==> config.mk <==
export PLATFORM = sky130hd
export DESIGN_NAME = double_ended_queue
export DESIGN_NICKNAME = d
export VERILOG_FILES = /design/src/sv/deq_pkg.sv /design/src/sv/deq_front.sv /design/src/sv/deq_cmdq.sv /design/src/sv/deq_back.sv /design/src/sv/double_ended_queue.sv
export VERILOG_INCLUDE_DIRS = /design/src /design/src/sv
export SDC_FILE = /design/constraint.sdc
export NUM_CORES = 1
export LEC_CHECK = 0
export BUFFER_PORTS_ARGS = -buffer_cell sky130_fd_sc_hd__buf_2
export CORE_ASPECT_RATIO = 1.1
export CORE_MARGIN = 4
export CORE_UTILIZATION = 56
export CTS_BUF_LIST = sky130_fd_sc_hd__clkbuf_16
export CTS_CLUSTER_SIZE = 24
export DETAILED_ROUTE_END_ITERATION = 10
export GPL_ROUTABILITY_DRIVEN = 0
export PLACE_DENSITY = 0.78
export SLEW_MARGIN = 20
export SYNTH_ARGS = -nofsm -noshare
export SYNTH_HDL_FRONTEND = slang
export SYNTH_SLANG_ARGS = --single-unit
==> constraint.sdc <==
create_clock -name aclk -period 4.1 [get_ports aclk]
set_input_delay 0.41 -clock aclk [delete_from_list [all_inputs] [get_ports aclk]]
set_output_delay 0.41 -clock aclk [all_outputs]
set_load 0.01 [all_outputs]
==> src/sv/double_ended_queue_macros.svh <==
// assertion macros for the double-ended queue
// expects clock aclk and active-low reset aresetn in the including module
`ifndef DOUBLE_ENDED_QUEUE_MACROS_SVH
`define DOUBLE_ENDED_QUEUE_MACROS_SVH

// check that holds only outside reset
`define DEQ_ASSERT(lbl, prop) \
    lbl: assert property (@(posedge aclk) disable iff (!aresetn) prop) \
        else $error("deque check failed");

// check that holds at every edge, reset included
`define DEQ_ASSERT_ALWAYS(lbl, prop) \
    lbl: assert property (@(posedge aclk) prop) \
        else $error("deque check failed");

`endif

==> src/sv/deq_pkg.sv <==
// types and constants shared by the double-ended queue modules
// no dependencies
`default_nettype none

package deq_pkg;

    localparam int VALUE_W    = 32;
    localparam int OP_W       = 3;
    localparam int STATUS_W   = 2;
    localparam int CMDQ_DEPTH = 2;

    typedef enum logic [OP_W-1:0] {
        OP_PUSH_FRONT = 3'd0,
        OP_PUSH_BACK  = 3'd1,
        OP_POP_FRONT  = 3'd2,
        OP_POP_BACK   = 3'd3,
        OP_DUMP       = 3'd4
    } opcode_t;

    typedef enum logic [STATUS_W-1:0] {
        ST_OK    = 2'd0,
        ST_EMPTY = 2'd1,
        ST_FULL  = 2'd2
    } status_t;

    typedef enum logic {
        BK_IDLE = 1'b0,
        BK_EMIT = 1'b1
    } bk_state_t;

    typedef struct packed {
        opcode_t                    op;
        logic signed [VALUE_W-1:0] value;
    } cmd_t;

endpackage

`default_nettype wire

==> src/sv/deq_front.sv <==
// front end: takes input words, drops unknown opcodes, builds commands
// depends on deq_pkg
`default_nettype none

module deq_front (
    input  wire logic                              s_tvalid,
    output logic                                   s_tready,
    input  wire logic signed [deq_pkg::VALUE_W-1:0] s_tdata,  // push_value
    input  wire logic [deq_pkg::OP_W-1:0]          s_tuser,  // opcode
    output logic                                   enq_valid,
    input  wire logic                              enq_ready,
    output deq_pkg::cmd_t                          enq_cmd
);

    logic op_known;
    logic op_push;

    assign op_known = s_tuser inside {deq_pkg::OP_PUSH_FRONT, deq_pkg::OP_PUSH_BACK,
                                      deq_pkg::OP_POP_FRONT, deq_pkg::OP_POP_BACK,
                                      deq_pkg::OP_DUMP};
    assign op_push  = s_tuser inside {deq_pkg::OP_PUSH_FRONT, deq_pkg::OP_PUSH_BACK};

    assign s_tready      = enq_ready;
    assign enq_valid     = s_tvalid && op_known;
    assign enq_cmd.op    = deq_pkg::opcode_t'(s_tuser);
    assign enq_cmd.value = op_push ? s_tdata : '0;

endmodule

`default_nettype wire

==> src/sv/deq_cmdq.sv <==
// short command queue between front end and execution unit
// depends on deq_pkg
`default_nettype none

module deq_cmdq (
    input  wire logic          aclk,
    input  wire logic          aresetn,
    input  wire logic          enq_valid,
    output logic               enq_ready,
    input  wire deq_pkg::cmd_t enq_cmd,
    output logic               deq_valid,
    input  wire logic          deq_ready,
    output deq_pkg::cmd_t      deq_cmd
);

    localparam int PTR_W = (deq_pkg::CMDQ_DEPTH > 1) ? $clog2(deq_pkg::CMDQ_DEPTH) : 1;
    localparam int CNT_W = $clog2(deq_pkg::CMDQ_DEPTH + 1);

    deq_pkg::cmd_t    slot_reg [deq_pkg::CMDQ_DEPTH];
    logic [PTR_W-1:0] wr_ptr_reg, wr_ptr_next;
    logic [PTR_W-1:0] rd_ptr_reg, rd_ptr_next;
    logic [CNT_W-1:0] count_reg, count_next;
    logic             do_enq, do_deq;

    assign enq_ready = count_reg != CNT_W'(deq_pkg::CMDQ_DEPTH);
    assign deq_valid = count_reg != '0;
    assign deq_cmd   = slot_reg[rd_ptr_reg];
    assign do_enq    = enq_valid && enq_ready;
    assign do_deq    = deq_valid && deq_ready;

    always_comb begin
        wr_ptr_next = wr_ptr_reg;
        rd_ptr_next = rd_ptr_reg;
        count_next  = count_reg;
        if (do_enq) begin
            wr_ptr_next = (wr_ptr_reg == PTR_W'(deq_pkg::CMDQ_DEPTH - 1)) ? '0
                                                                      : wr_ptr_reg + 1'b1;
        end
        if (do_deq) begin
            rd_ptr_next = (rd_ptr_reg == PTR_W'(deq_pkg::CMDQ_DEPTH - 1)) ? '0
                                                                      : rd_ptr_reg + 1'b1;
        end
        if (do_enq && !do_deq) begin
            count_next = count_reg + 1'b1;
        end else if (!do_enq && do_deq) begin
            count_next = count_reg - 1'b1;
        end
    end

    always_ff @(posedge aclk) begin
        if (!aresetn) begin
            wr_ptr_reg <= '0;
            rd_ptr_reg <= '0;
            count_reg  <= '0;
        end else begin
            wr_ptr_reg <= wr_ptr_next;
            rd_ptr_reg <= rd_ptr_next;
            count_reg  <= count_next;
        end
    end

    always_ff @(posedge aclk) begin
        if (do_enq) begin
            slot_reg[wr_ptr_reg] <= enq_cmd;
        end
    end

endmodule

`default_nettype wire

==> src/sv/deq_back.sv <==
// execution unit: ring buffer storage, end pointers, dump sequencer, output register
// depends on deq_pkg and double_ended_queue_macros.svh
`default_nettype none
`include "double_ended_queue_macros.svh"

module deq_back #(
    parameter int DEPTH = 16
) (
    input  wire logic                               aclk,
    input  wire logic                               aresetn,
    input  wire logic                               cmd_valid,
    output logic                                    cmd_ready,
    input  wire deq_pkg::cmd_t                      cmd,
    output logic                                    m_tvalid,
    input  wire logic                               m_tready,
    output logic signed [deq_pkg::VALUE_W-1:0]      m_tdata,  // out_value
    output logic [deq_pkg::STATUS_W-1:0]            m_tuser,  // status
    output logic                                    m_tlast
);

    localparam int IDX_W = $clog2(DEPTH);
    localparam int OCC_W = $clog2(DEPTH + 1);

    logic signed [deq_pkg::VALUE_W-1:0] mem [DEPTH];
    logic signed [deq_pkg::VALUE_W-1:0] rd_data_reg;

    deq_pkg::bk_state_t state_reg, state_next;
    logic [IDX_W-1:0]   front_reg, front_next;
    logic [IDX_W-1:0]   back_reg, back_next;
    logic [OCC_W-1:0]   occ_reg, occ_next;
    logic [OCC_W-1:0]   left_reg, left_next;
    logic [IDX_W-1:0]   addr_reg, addr_next;

    logic                               out_valid_reg, out_valid_next;
    deq_pkg::status_t                   out_status_reg;
    logic signed [deq_pkg::VALUE_W-1:0] out_value_reg;
    logic                               out_last_reg;

    logic             out_free, take, q_empty, q_full;
    logic             load, load_mem;
    deq_pkg::status_t load_status;
    logic             load_last;
    logic             wr_en, rd_en;
    logic [IDX_W-1:0] wr_addr, rd_addr;
    logic [IDX_W-1:0] front_inc, front_dec, back_inc, back_dec, addr_inc;
    int               ends_sum;

    assign out_free  = !out_valid_reg || m_tready;
    assign take      = (state_reg == deq_pkg::BK_IDLE) && cmd_valid && out_free;
    assign cmd_ready = take;
    assign q_empty   = occ_reg == '0;
    assign q_full    = occ_reg == OCC_W'(DEPTH);

    assign front_inc = (front_reg == IDX_W'(DEPTH - 1)) ? '0 : front_reg + 1'b1;
    assign front_dec = (front_reg == '0) ? IDX_W'(DEPTH - 1) : front_reg - 1'b1;
    assign back_inc  = (back_reg == IDX_W'(DEPTH - 1)) ? '0 : back_reg + 1'b1;
    assign back_dec  = (back_reg == '0) ? IDX_W'(DEPTH - 1) : back_reg - 1'b1;
    assign addr_inc  = (addr_reg == IDX_W'(DEPTH - 1)) ? '0 : addr_reg + 1'b1;
    assign ends_sum  = 32'(front_reg) + 32'(occ_reg);

    always_comb begin
        state_next = state_reg;
        case (state_reg)
            deq_pkg::BK_IDLE: begin
                if (take && !q_empty && (cmd.op inside {deq_pkg::OP_POP_FRONT,
                                         deq_pkg::OP_POP_BACK, deq_pkg::OP_DUMP})) begin
                    state_next = deq_pkg::BK_EMIT;
                end
            end
            deq_pkg::BK_EMIT: begin
                if (out_free && left_reg == '0) begin
                    state_next = deq_pkg::BK_IDLE;
                end
            end
            default: state_next = deq_pkg::BK_IDLE;
        endcase
    end

    always_comb begin
        front_next  = front_reg;
        back_next   = back_reg;
        occ_next    = occ_reg;
        left_next   = left_reg;
        addr_next   = addr_reg;
        load        = 1'b0;
        load_mem    = 1'b0;
        load_status = deq_pkg::ST_OK;
        load_last   = 1'b1;
        wr_en       = 1'b0;
        wr_addr     = back_reg;
        rd_en       = 1'b0;
        rd_addr     = front_reg;
        case (state_reg)
            deq_pkg::BK_IDLE: begin
                if (take) begin
                    case (cmd.op)
                        deq_pkg::OP_PUSH_FRONT: begin
                            load = 1'b1;
                            if (q_full) begin
                                load_status = deq_pkg::ST_FULL;
                            end else begin
                                wr_en      = 1'b1;
                                wr_addr    = front_dec;
                                front_next = front_dec;
                                occ_next   = occ_reg + 1'b1;
                            end
                        end
                        deq_pkg::OP_PUSH_BACK: begin
                            load = 1'b1;
                            if (q_full) begin
                                load_status = deq_pkg::ST_FULL;
                            end else begin
                                wr_en     = 1'b1;
                                wr_addr   = back_reg;
                                back_next = back_inc;
                                occ_next  = occ_reg + 1'b1;
                            end
                        end
                        deq_pkg::OP_POP_FRONT: begin
                            if (q_empty) begin
                                load        = 1'b1;
                                load_status = deq_pkg::ST_EMPTY;
                            end else begin
                                rd_en      = 1'b1;
                                rd_addr    = front_reg;
                                front_next = front_inc;
                                occ_next   = occ_reg - 1'b1;
                                left_next  = '0;
                            end
                        end
                        deq_pkg::OP_POP_BACK: begin
                            if (q_empty) begin
                                load        = 1'b1;
                                load_status = deq_pkg::ST_EMPTY;
                            end else begin
                                rd_en     = 1'b1;
                                rd_addr   = back_dec;
                                back_next = back_dec;
                                occ_next  = occ_reg - 1'b1;
                                left_next = '0;
                            end
                        end
                        deq_pkg::OP_DUMP: begin
                            if (q_empty) begin
                                load        = 1'b1;
                                load_status = deq_pkg::ST_EMPTY;
                            end else begin
                                rd_en     = 1'b1;
                                rd_addr   = front_reg;
                                addr_next = front_reg;
                                left_next = occ_reg - 1'b1;
                            end
                        end
                        default: begin
                            load = 1'b0;
                        end
                    endcase
                end
            end
            deq_pkg::BK_EMIT: begin
                if (out_free) begin
                    load      = 1'b1;
                    load_mem  = 1'b1;
                    load_last = left_reg == '0;
                    if (left_reg != '0) begin
                        rd_en     = 1'b1;
                        rd_addr   = addr_inc;
                        addr_next = addr_inc;
                        left_next = left_reg - 1'b1;
                    end
                end
            end
            default: begin
                load = 1'b0;
            end
        endcase
    end

    always_comb begin
        out_valid_next = out_valid_reg;
        if (load) begin
            out_valid_next = 1'b1;
        end else if (m_tready) begin
            out_valid_next = 1'b0;
        end
    end

    always_ff @(posedge aclk) begin
        if (!aresetn) begin
            state_reg     <= deq_pkg::BK_IDLE;
            front_reg     <= '0;
            back_reg      <= '0;
            occ_reg       <= '0;
            left_reg      <= '0;
            addr_reg      <= '0;
            out_valid_reg <= 1'b0;
        end else begin
            state_reg     <= state_next;
            front_reg     <= front_next;
            back_reg      <= back_next;
            occ_reg       <= occ_next;
            left_reg      <= left_next;
            addr_reg      <= addr_next;
            out_valid_reg <= out_valid_next;
        end
    end

    always_ff @(posedge aclk) begin
        if (load) begin
            out_status_reg <= load_status;
            out_value_reg  <= load_mem ? rd_data_reg : '0;
            out_last_reg   <= load_last;
        end
    end

    always_ff @(posedge aclk) begin
        if (wr_en) begin
            mem[wr_addr] <= cmd.value;
        end
        if (rd_en) begin
            rd_data_reg <= mem[rd_addr];
        end
    end

    assign m_tvalid = out_valid_reg;
    assign m_tdata  = out_value_reg;
    assign m_tuser  = out_status_reg;
    assign m_tlast  = out_last_reg;

    `DEQ_ASSERT_ALWAYS(a_occ_bound, (!aresetn || occ_reg <= OCC_W'(DEPTH)))
    `DEQ_ASSERT(a_load_free, (load |-> out_free))
    `DEQ_ASSERT(a_no_write_in_emit, (wr_en |-> state_reg == deq_pkg::BK_IDLE))
    `DEQ_ASSERT(a_ends_agree, (ends_sum == 32'(back_reg) || ends_sum == 32'(back_reg) + DEPTH))
    `DEQ_ASSERT(a_dump_in_range, ((state_reg == deq_pkg::BK_EMIT && left_reg != '0) |-> left_reg < occ_reg))

endmodule

`default_nettype wire

==> src/sv/double_ended_queue.sv <==
// double-ended queue of signed 32-bit words on a ring buffer of DEPTH entries
// depends on deq_pkg, deq_front, deq_cmdq, deq_back
//
// usage:
//   s_ channel carries one operation per word: s_tuser is the opcode (push front,
//   push back, pop front, pop back, dump), s_tdata the value a push stores.
//   unknown opcodes are taken and give no result.
//   m_ channel returns results: m_tuser is the status (ok, empty, full),
//   m_tdata the popped or dumped value, m_tlast marks the final result of an op.
//   a two-entry command queue sits between the front end and the execution unit,
//   so input words are still taken, until it is full, while a result waits on m_tready.
//   a push writes storage and loads its result into the output register directly;
//   a pop or dump first goes through the registered storage read, and a dump then
//   gives one result per stored word, the last with m_tlast set.
//   the execution unit has one storage read port and a single output register.
//   reset (aresetn low at a clock edge) empties the queue and drops pending words.
//   when m_tready is low with a result held, the output register holds and the execution unit waits.
`default_nettype none

module double_ended_queue #(
    parameter int DEPTH = 16
) (
    input  wire logic                                aclk,
    input  wire logic                                aresetn,
    input  wire logic                                s_tvalid,
    output logic                                     s_tready,
    input  wire logic signed [deq_pkg::VALUE_W-1:0]  s_tdata,  // push_value
    input  wire logic [deq_pkg::OP_W-1:0]            s_tuser,  // opcode
    output logic                                     m_tvalid,
    input  wire logic                                m_tready,
    output logic signed [deq_pkg::VALUE_W-1:0]       m_tdata,  // out_value
    output logic [deq_pkg::STATUS_W-1:0]             m_tuser,  // status
    output logic                                     m_tlast
);

    logic          enq_valid, enq_ready;
    deq_pkg::cmd_t enq_cmd;
    logic          deq_valid, deq_ready;
    deq_pkg::cmd_t deq_cmd;

    deq_front u_front (
        .s_tvalid  (s_tvalid),
        .s_tready  (s_tready),
        .s_tdata   (s_tdata),
        .s_tuser   (s_tuser),
        .enq_valid (enq_valid),
        .enq_ready (enq_ready),
        .enq_cmd   (enq_cmd)
    );

    deq_cmdq u_cmdq (
        .aclk      (aclk),
        .aresetn   (aresetn),
        .enq_valid (enq_valid),
        .enq_ready (enq_ready),
        .enq_cmd   (enq_cmd),
        .deq_valid (deq_valid),
        .deq_ready (deq_ready),
        .deq_cmd   (deq_cmd)
    );

    deq_back #(
        .DEPTH (DEPTH)
    ) u_back (
        .aclk      (aclk),
        .aresetn   (aresetn),
        .cmd_valid (deq_valid),
        .cmd_ready (deq_ready),
        .cmd       (deq_cmd),
        .m_tvalid  (m_tvalid),
        .m_tready  (m_tready),
        .m_tdata   (m_tdata),
        .m_tuser   (m_tuser),
        .m_tlast   (m_tlast)
    );

endmodule

`default_nettype wire
Word level (Yosys, flattened, before mapping)
Memories as Yosys holds them, arrays and structs flattened. A register that Yosys moved wholly into a read port is not among the register bits.
Cells that the tools add are included.
- bits in registers: 63
- bits in writable memories: 582
- logic and storage cells: 168
- memories: 2
- add/subtract/negate cells: 12
- eq/ne operators: 27
- multiplexer cells: 71
- bitwise logic cells: 2
- reductions and logical operators: 41
- memory list (memory ; depth ; bits a word ; read ports ; clocked after memory_dff ; wr ports ; line ; source):
    u_back.mem ; 16 ; 32 ; 1 ; 1 ; 1 ; deq_back.sv:24 ; logic signed [deq_pkg::VALUE_W-1:0] mem [DEPTH];
    u_cmdq.slot_reg ; 2 ; 35 ; 1 ; 1 ; 1 ; deq_cmdq.sv:19 ; deq_pkg::cmd_t slot_reg [deq_pkg::CMDQ_DEPTH];
- operators with widths (kind ; number):
    4-bit 2-to-1 mux ; 23
    32-bit 2-to-1 mux ; 1
    4-bit one-hot mux with 2 select lines ; 4
    5-bit 2-to-1 mux ; 6
    5-bit one-hot mux with 2 select lines ; 3
    1-bit 2-to-1 mux ; 26
    2-bit inequality test, second input constant ; 11
    5-bit AND reduction ; 4
    2-bit nonzero test ; 7
    4-bit by 1-bit adder with 4-bit output, second input constant ; 3
    3-bit by 2-bit == test with 1-bit output, second input constant ; 4
    4-bit == test, second input constant ; 3
    1-bit logical AND ; 10
    5-bit zero test ; 2
    5-bit nonzero test ; 2
    5-bit by 1-bit subtractor with 5-bit output, second input constant ; 2
    3-bit inequality test, second input constant ; 3
    4-bit zero test ; 2
    1-bit one-hot mux with 2 select lines ; 4
    4-bit by 1-bit subtractor with 4-bit output, second input constant ; 2
    3-bit by 1-bit == test with 1-bit output, second input constant ; 2
    3-bit == test, second input constant ; 2
    3-bit zero test ; 2
    2-bit 2-to-1 mux ; 3
    15 further kinds ; 22

Depth between registers and ports, before layout
Gate-level depths: netlist (run 1).
- word-level depth: 8
- gate-level depth with buffers: 12
- gate-level depth less buffers: 10

Cells and area by module
Synthesis (run 1) repeated with hierarchy kept, for this count alone.
- cells, all modules: 1719
- area total of the unflattened synthesis: 27287.4 µm²
- by module, submodules not included (module ; instances ; cells an instance ; area each (µm²) ; sequential area each (µm²)):
    deq_back ; 1 ; 1544 ; 24234.5 ; 17867.1
    deq_cmdq ; 1 ; 133 ; 2766.4 ; 2202.1
    deq_front ; 1 ; 42 ; 286.5 ; 0.0

Least setup slack after synthesis (run 1)
No wires, ideal clock.
- path kind: flip-flop to flip-flop
- from: register u_back.out_valid_reg (netlist: u_back.m_tvalid)
- to: memory u_back.mem[10][0] in the netlist's numbering, enable pin
- arrival: 4019 ps
- setup slack: -380 ps
- stages on the path, launching flop included: 9
- buffers on the path: 1
- period minus slack after synthesis: 4480 ps
- cell sequence: dfxtp_1 nor2b_1 buf_6 nor3_2 nand3b_1 nor2_1 nor2_1 a21o_1 nor3_1
- word-level cells in the longest chain between the ends: 7
- RTL lines (what ; line ; source):
    start: declaration ; deq_back.sv:34 ; logic out_valid_reg, out_valid_next;
    start signal: assignment ; deq_back.sv:204 ; out_valid_reg <= out_valid_next;
    1-bit zero test * ; deq_back.sv:48 ; assign out_free = !out_valid_reg || m_tready;
    1-bit logical OR * ; deq_back.sv:48 ;
    1-bit logical AND * ; deq_back.sv:49 ; assign take = (state_reg == deq_pkg::BK_IDLE) && cmd_valid && out_free;
    1-bit 2-to-1 mux ; deq_back.sv:95 ; if (take) begin
    1-bit 2-to-1 mux ; deq_back.sv:93 ; case (state_reg)
    1-bit 2-to-1 mux ; deq_back.sv:217 ; if (wr_en) begin
    1-bit 2-to-1 mux (not written as such) ; deq_back.sv:218 ; mem[wr_addr] <= cmd.value;
    end: declaration ; deq_back.sv:24 ;
Mark *: on every way between the ends. The rest lies on a longest branch, timed or not.

Final worst setup path (run 1)
- from: register u_back.occ_reg[0]
- to: register u_back.rd_data_reg[20] in the netlist's numbering (read register of u_back.mem) (data pin)
- word-level cells in the longest chain between the ends: 5
- RTL lines (what ; line ; source):
    start: declaration ; deq_back.sv:30 ; logic [OCC_W-1:0] occ_reg, occ_next;
    start signal: assignment ; deq_back.sv:201 ; occ_reg <= occ_next;
    5-bit zero test * ; deq_back.sv:51 ; assign q_empty = occ_reg == '0;
    4-bit 2-to-1 mux or 1-bit 2-to-1 mux (tied branches) ; deq_back.sv:132, deq_back.sv:120, deq_back.sv:144 ;
    4-bit 2-to-1 mux or 1-bit 2-to-1 mux (tied branches) ; - ;
    4-bit 2-to-1 mux or 1-bit 2-to-1 mux (tied branches) ; deq_back.sv:95 ;
    4-bit one-hot mux with 2 select lines or 1-bit one-hot mux with 2 select lines (tied branches) ; deq_back.sv:93 ;
    end: declaration ; deq_back.sv:25 ; logic signed [deq_pkg::VALUE_W-1:0] rd_data_reg;
Marks and branches as above.
A chain may end at the register's enable or synchronous reset.

==> metrics.txt, run 1 <==
Seq/Total Area, Yosys 0.748; number of library cell types mapped by synthesis 72; Synth area leaders edfxtp_1 (73%), mux2i_1 (10%), o22ai_1 (3.0%); Via density 6.13; fillers 3112; Bufs on Longest Clock Path 3; CTS sink cnt 678; internal power 14.3 mW; Lkg Pwr 10.3 nW; arrival time worst endpoint 4030 ps; crit-path max cell delay 520 ps; share of power burned in registers 0.435; Initial Utilization 0.570; WL met1 22500 µm; CP bufs+invs 3; initial drt markers 1265; Ys Warns 0; GR Overflow Total 0; Logic pwr share 0.272; number of gates resized after cts 0; Crit. path cell count 11; diode count 0; number of synthesized flops with an enable pin 649; RSZ-0062 raised after global routing false; Yosys reg bits 678; largest net degree at the start of global routing 53; Mapped Avg Cell Area 17.3 µm²; CP top delay family simple AND/OR/NAND/NOR gates; Reg-to-Reg End u_back.rd_data_reg[20]; CTS tree done; NumNets Final 1714; Finished Layout Cells 2351; Slew Limit Fails 0; Final Setup Violations 0; Crit-path slowest cell or4_1; Final Hold Fails 0; Clk Latency, worst-skew pair 590 ps; number of H-tree levels 3; Post-synth top flop edfxtp_1; Rel. slew slack 0.347; Critical path origin u_back.occ_reg[0]; placed cells 2233; NetSw 5.84 mW; Max Clk Rate 270 MHz; status completed; period utilization 0.903; CP endpoint u_back.rd_data_reg[20]; CTS Buf Count 66; Req. time, crit path 4430 ps; crit path max fanout 50; Max IR drop VDD 482 µV; met3 wire length 4390 µm; height of the die 238 µm; DRC viols 0; share of the synthesized area in the top cell type 0.726; Layout area overhead 13.1%; Cells after Synth 1548; worst path cell trace inv_1, ha_1, or4b_1, o21ai_1, mux2i_1, a221oi_4, buf_12, buf_12, mux2i_1, o22ai_1, or4_1; R2R setup slack 400 ps; num rows 83; worst r2r path cells 11; top sig layer met4; Routed Antenna Nets 0; post-synth top area cell edfxtp_1; vias in the first global route 14253; DR WL met2 30100 µm; antenna violations before repair 1; fraction of registers with async set/reset 0; switching share of power 0.290; reg2reg start u_back.occ_reg[0]; pin slew with the least headroom to its limit 972 ps; vias post-DR 14420; Port Buf Inserts 75; io pins 76; dpl ws 467 ps; Post-CTS Setup Bufs 0; Power per Cell Area 663 mW/mm²; Final Worst Setup Slack 399 ps; First-pass DRT Iterations 5; max reg flops 512; post-cts hold buffer count 0; fraction of layout cells with a size suffix above 1 0.170; Crit. End Element register; Worst Skew 25.8 ps; hold crit path type in2reg; DP HPWL 31800 µm; Tot GR Track Use 0.225; first-pass GRT wire length 86900 µm; core area 0.0470 mm²; Hold Path Stages 1; wire length per cell 25.0 µm; Clock Power Share 0.293; CTS root buffer clkbuf_16; Startpoint Class register; min Tclk post-route 3700 ps; synthesized area 0.0268 mm²; Post-Synthesis Net Count 1598; Worst-path clk slew 60 ps; chip width 217 µm; DIE AREA 0.0515 mm²; Max Cap Violations 0; Post-Route WL 58800 µm; WS Path Type reg2reg
-- Yosys cell counts, drive strengths merged (3+ instances only) --
cell / number
nor2: 37
a211oi: 6
o21bai: 3
or4: 34
ha: 11
o21a: 3
clkbuf: 30
dfxtp: 29
a21boi: 4
a221oi: 3
o21ai: 19
a31oi: 3
mux2i: 269
nor3: 28
nand2: 21
nor2b: 4
buf: 52
or4b: 3
and2: 33
nand3: 6
and3: 34
xnor2: 8
mux2: 34
edfxtp: 649
inv: 18
o22ai: 130
xor2: 7
or3: 7
nand2b: 8
a21oi: 19
-- cell usage in the layout, fill, tap and decap left out, types with 11 or more instances in the layout --
cell type / instances
buf_12: 21
nor2_1: 34
a21oi_1: 18
or4_1: 34
buf_4: 34
o21ai_0: 14
o22ai_1: 130
inv_1: 33
clkbuf_16: 69
and3_1: 34
and2_1: 33
mux2_2: 34
edfxtp_1: 649
buf_2: 75
nor3_2: 14
mux2i_1: 269
clkinv_1: 17
nand2_1: 20
dfxtp_1: 27
ha_1: 11
-- per-stage QoR --
| stage | hold slack, ps | utilization | power [mW] | setup TNS, ps | area [µm²] |
|---|---|---|---|---|---|
| CTS | 23.5 | 0.645 | 20.2 | 0 | 30400 |
| detailed placement | 506 | 0.600 | 14.3 | 0 | 28200 |
| finish | 47.3 | 0.645 | 20.1 | 0 | 30400 |
| global placement | 487 | 0.600 | 14.2 | 0 | 28200 |
| global route | 39.1 | 0.645 | 20.9 | 0 | 30400 |
| floorplan | 468 | - | 13.1 | -144760 | 26900 |
-- power by group through the flow --
stage	logic [mW]	clock network, mW	registers (mW)
4_1_cts	5.49	5.99	8.76
6_report	5.48	5.90	8.76
5_1_grt	5.84	6.29	8.80
2_1_floorplan	4.17	0	8.89
3_5_place_dp	5.45	0	8.90
3_3_place_gp	5.28	0	8.89
-- area by class of cell --
type	count	area, µm²	area share
Clock buffer	69	1730	0.0569
Multi-Input combinational cell	768	6230	0.205
Tap cell	637	797	0.0263
Sequential cell	678	20100	0.661
Clock inverter	49	398	0.0131
Inverter	20	75.1	0.00247
Timing Repair Buffer	130	1050	0.0346
-- logic make-up after synthesis --
kind of cell | after synthesis | synth area share
adders and majority gates | 11 | 0.00513
AOI/OAI and AO/OA | 209 | 0.0512
and+or+nand+nor | 230 | 0.0518
xor gates and xnor gates | 15 | 0.00490
muxes | 303 | 0.115
buffers and inverters | 102 | 0.0244
DFF | 678 | 0.748
-- worst min path at each step --
stage,start,end
global placement,u_back.addr_reg[3],u_back.addr_reg[3]
floorplan,u_back.addr_reg[3],u_back.addr_reg[3]
detailed placement,u_back.addr_reg[3],u_back.addr_reg[3]
CTS,s_tuser[0],u_cmdq.slot_reg[1][32]
finish,s_tuser[0],u_cmdq.slot_reg[1][32]
global route,s_tuser[0],u_cmdq.slot_reg[0][32]
-- worst register-to-register path, cell delays in order, from the launching register on --
cell      delay (ps)
dfxtp_1          350
inv_1            130
ha_1             200
or4b_1           480
o21ai_1          120
mux2i_1          140
a221oi_4         350
buf_12           300
buf_12           370
mux2i_1          340
o22ai_1          140
or4_1            520
-- metal layers --
metal	GRT usage	vias up
li1	-	6400
met1	0.286	7310
met2	0.393	589
met3	0.0369	121
met4	0.0828	0
met5	0	-
Note: power is estimated with default switching activity, not from simulation.
==> inputs of run 2 (changes only) <==
==> constraint.sdc (replaced) <==
create_clock -name aclk -period 4.1 [get_ports aclk]
set_input_delay 0.205 -clock aclk [delete_from_list [all_inputs] [get_ports aclk]]
set_output_delay 0.205 -clock aclk [all_outputs]
set_load 0.01 [all_outputs]
==> run 2 against run 1 <==
  * Sequential power is essentially flat
  * Cell count grew 1.3%
  * Hold slack gained 80 ps
  * Die area is the same
  * Non-clock buffer count grew 30
  * Critical path depth is the same
  * Count of clock-buffer cells in the layout grew 1
  * Global-route usage grew 0.59 points
  * Worst setup slack gained 26 ps
  * Utilization grew 0.81 points
  * Routed wire length grew 1.9%
  * Clock power is essentially flat
  * Critical endpoint is now u_back.rd_data_reg[15]
  * Largest power group unchanged
  * Highest routed layer unchanged
==> metrics.txt, run 2 (synthesized netlist as in run 1, its figures left out) <==
status completed; Finished Layout Cells 2381; Power per Cell Area 655 mW/mm²; Final Setup Violations 0; Max IR drop VDD 502 µV; met1 usage 0.297; antenna violations before repair 1; RSZ-0062 raised after global routing false; worst path cell trace inv_1, ha_1, or4b_1, o21ai_1, mux2i_1, a221oi_4, buf_12, buf_12, mux2i_1, o22ai_1, or4_1; Critical path origin u_back.occ_reg[0]; min-delay src m_tready; Max Clk Rate 272 MHz; internal power 14.3 mW; arrival time worst endpoint 3980 ps; Clock Power Share 0.294; io pins 76; share of power burned in registers 0.433; WS Path Type reg2reg; commonest non-fill, non-tap cell in the layout edfxtp_1; Worst Skew 12.7 ps; vias post-DR 14678; hold crit path type in2reg; Rel. slew slack 0.360; GR Overflow Total 0; reg2reg start u_back.occ_reg[0]; CTS Buf Count 66; hold_ws 127 ps; Final Hold Fails 0; diode count 0; Post-CTS Setup Bufs 0; vias in the first global route 14753; fraction of layout cells with a size suffix above 1 0.167; Lkg Pwr 10.5 nW; Logic pwr share 0.273; post-cts hold buffer count 36; NumNets Final 1744; Routed Antenna Nets 0; crit path max fanout 72; num rows 83; NetSw 5.88 mW; wire length per cell 25.2 µm; DRC viols 0; Layout area overhead 14.5%; Worst-path clk slew 60 ps; First-pass DRT Iterations 5; number of gates resized after cts 0; largest net degree at the start of global routing 73; number of H-tree levels 3; placed cells 2227; CTS sink cnt 678; Port Buf Inserts 75; crit-path max cell delay 540 ps; pin slew with the least headroom to its limit 954 ps; Post-Route WL 59900 µm; switching share of power 0.292; commonest cells after routing, fill and taps aside edfxtp_1 (649), mux2i_1 (269), o22ai_1 (130); GR peak layer met2; height of the die 238 µm; CTS root buffer clkbuf_16; min Tclk post-route 3670 ps; Slew Limit Fails 0; first-pass GRT wire length 89700 µm; CTS tree done; Crit. End Element register; post-layout util 0.653; Max Cap Violations 0; M2 GR Usage 0.402; initial drt markers 1471; core area 0.0470 mm²; Bufs on Longest Clock Path 3; Initial Utilization 0.570; DP HPWL 30900 µm; met3 Usage GRT 0.0359; Crit-path slowest cell or4_1; Startpoint Class register; chip width 217 µm; Clk Latency, worst-skew pair 580 ps; Tot GR Track Use 0.231; max reg flops 512; period utilization 0.896; DIE AREA 0.0515 mm²; Via density 6.16; Req. time, crit path 4410 ps
## run 2: worst max-delay path, delay by kind of cell, from the launching register on
family / cells / cell delay [ps]
AND/OR/NAND/NOR: 2 / 1000
buffers and inverters: 3 / 760
adder cells (fa/ha/maj): 1 / 190
flip-flops: 1 / 360
AO/OA/AOI/OAI: 3 / 620
multiplexers: 2 / 410
## run 2: worst paths after layout
| kind | end | slack (ps) | cells past startpoint |
|---|---|---|---|
| worst max-delay path | u_back.rd_data_reg[15] | 430 | 11 |
| worst min-delay path | u_back.m_tvalid | 130 | 3 |
| worst max register to register | u_back.rd_data_reg[15] | 430 | 11 |
| worst min register to register | u_back.addr_reg[3] | 510 | 2 |
## run 2: cell type report
| type | count | area, µm² |
|---|---|---|
| Inverter | 20 | 75.1 |
| Tap cell | 637 | 797 |
| Multi-Input combinational cell | 768 | 6230 |
| Clock inverter | 48 | 387 |
| Clock buffer | 70 | 1750 |
| Timing Repair Buffer | 160 | 1420 |
| Sequential cell | 678 | 20100 |
| Fill cell | 3103 | 16300 |
## run 2: power groups by stage
stage,sequential (mW),clock [mW],combinational (mW)
floorplan,8.89,0,4.17
finish,8.73,5.92,5.49
CTS,8.73,6.01,5.49
global placement,8.85,0,5.26
global route,8.77,6.32,5.87
detailed placement,8.87,0,5.41
## run 2: per-layer routing
metal | up-vias | share of wire
met3 | 137 | 0.079
met2 | 675 | 0.51
li1 | 6458 | -
met5 | - | 0
met4 | 0 | 0.030
met1 | 7408 | 0.38
## run 2: per-stage QoR
stage	worst slack (ps)	TNS [ps]	instance area (µm²)	power, mW
global placement	575	0	28200	14.1
finish	425	0	30700	20.1
CTS	438	0	30700	20.2
floorplan	-380	-144760	26900	13.1
global route	302	0	30700	21.0
detailed placement	451	0	28200	14.3
==> inputs of run 3 (changes only) <==
Settings changed: CORE_UTILIZATION 56 to 60, PLACE_DENSITY 0.78 to 0.79.
Clock period 4.1 ns to 4.5 ns, I/O delays scaled along.
==> run 3 against run 2 <==
  * Routed wire length fell by 2.5%
  * Worst setup slack better by 47 ps
  * Total power fell by 11%
  * Count of clock-buffer cells in the layout is 2 lower
  * Largest power group unchanged
  * Highest routed layer unchanged
==> metrics.txt, run 3 (synthesized netlist as in run 1, its figures left out) <==
status completed; pin slew with the least headroom to its limit 1110 ps; Port Buf Inserts 75; CP bufs+invs 1; DP HPWL 32400 µm; CTS sink cnt 678; Max Cap Violations 0; CTS tree done; CP top delay family simple AND/OR/NAND/NOR gates; Crit-path slowest cell nor3_2; Clk Latency, worst-skew pair 580 ps; vias in the first global route 14558; Final Hold Fails 0; WS Path Type reg2reg; Slew Limit Fails 0; first-pass GRT wire length 87400 µm; chip width 210 µm; commonest non-fill, non-tap cell in the layout edfxtp_1; hold crit path type in2reg; Power per Cell Area 595 mW/mm²; DRC viols 0; antenna violations before repair 0; diode count 0; Crit. End Element register; Power Total 18.0 mW; min Tclk post-route 4030 ps; height of the die 230 µm; DIE AREA 0.0482 mm²; Layout area overhead 12.9%; Worst Skew 22.0 ps; commonest cells after routing, fill and taps aside edfxtp_1 (649), mux2i_1 (269), o22ai_1 (130); core area 0.0444 mm²; initial drt markers 1445; crit-path max cell delay 980 ps; Final Setup Violations 0; NumNets Final 1748; Routed Antenna Nets 0; max reg flops 512; Worst-path clk slew 70 ps; worst path cell trace nor2b_1, nor3_2, nand3b_1, nor2_1, mux2i_1, nor3_2, buf_4; number of H-tree levels 3; First-pass DRT Iterations 6; fraction of layout cells with a size suffix above 1 0.166; Finished Layout Cells 2325; fillers 2809; num rows 81; io pins 76; Via density 6.31; period utilization 0.895; met1 usage 0.320; Max IR drop VDD 519 µV; crit-path most repeated cell nor3_2; wire length per cell 25.1 µm; Initial Utilization 0.604; Lkg Pwr 10.4 nW; met3 Usage GRT 0.0405; Startpoint Class register; vias post-DR 14669; Bufs on Longest Clock Path 3; M2 GR Usage 0.404; Req. time, crit path 4720 ps; number of gates resized after cts 0; Post-Route WL 58400 µm; CTS Buf Count 66; Tot GR Track Use 0.240; largest net degree at the start of global routing 80; placed cells 2176; area occupied by multi-input gates 0.00621 mm²; GR peak layer met2; GR Overflow Total 0; Max Clk Rate 248 MHz; Rel. slew slack 0.256; RSZ-0062 raised after global routing false; arrival time worst endpoint 4240 ps; sequential cell area 0.0201 mm²; CTS root buffer clkbuf_16; crit path max fanout 22; final setup TNS 0 ps
## run 3: cell count changes in the layout (fill, tap and decap cells not counted), moves of 4 or more
cell	change
buf_4	+24
buf_12	-19
clkinv_1	+6
clkinvlp_4	-5
nor3_2	+4
nor3_4	-4
## run 3: timing repair
action | CTS | global route
setup buffers | 0 | 0
hold endpoints to repair | 70 | 0
setup endpoints to repair | 0 | 0
hold buffers | 35 | 0
## run 3: layer usage
metal	up-vias	wire length [µm]
met5	-	0
met3	142	4640
met4	0	1890
li1	6467	-
met1	7367	22800
met2	693	29100
## run 3: final timing paths
check	cells after the start	start	slack [ps]	end
max	7	u_back.m_tvalid	470	u_back.mem[11][6]
min	2	aresetn	50	u_back.back_reg[3]
max reg2reg	7	u_back.m_tvalid	470	u_back.mem[11][6]
min reg2reg	2	u_back.addr_reg[3]	520	u_back.addr_reg[3]
## run 3: power by group
part / switching, mW / internal, mW / total, mW
registers: 0.209 / 7.79 / 8.00
clock network: 2.19 / 2.91 / 5.10
logic: 2.90 / 2.02 / 4.93
## run 3: final cells by class
cell class	count	area share
clock inverters	46	0.00991
well taps	581	0.0240
multi-input cells	768	0.205
flip-flops and latches	678	0.663
clock buffers	68	0.0562
inverters	20	0.00248
repair buffers	164	0.0398
## run 3: through the flow
step	instance area [µm²]	utilization	worst slack (ps)	hold WS, ps
after floorplan	26800	-	20.2	324
after global placement	27900	0.629	718	438
after detailed placement	27900	0.629	552	444
after CTS	30300	0.682	551	25.1
after global routing	30300	0.682	301	51.4
final	30300	0.682	473	53.0
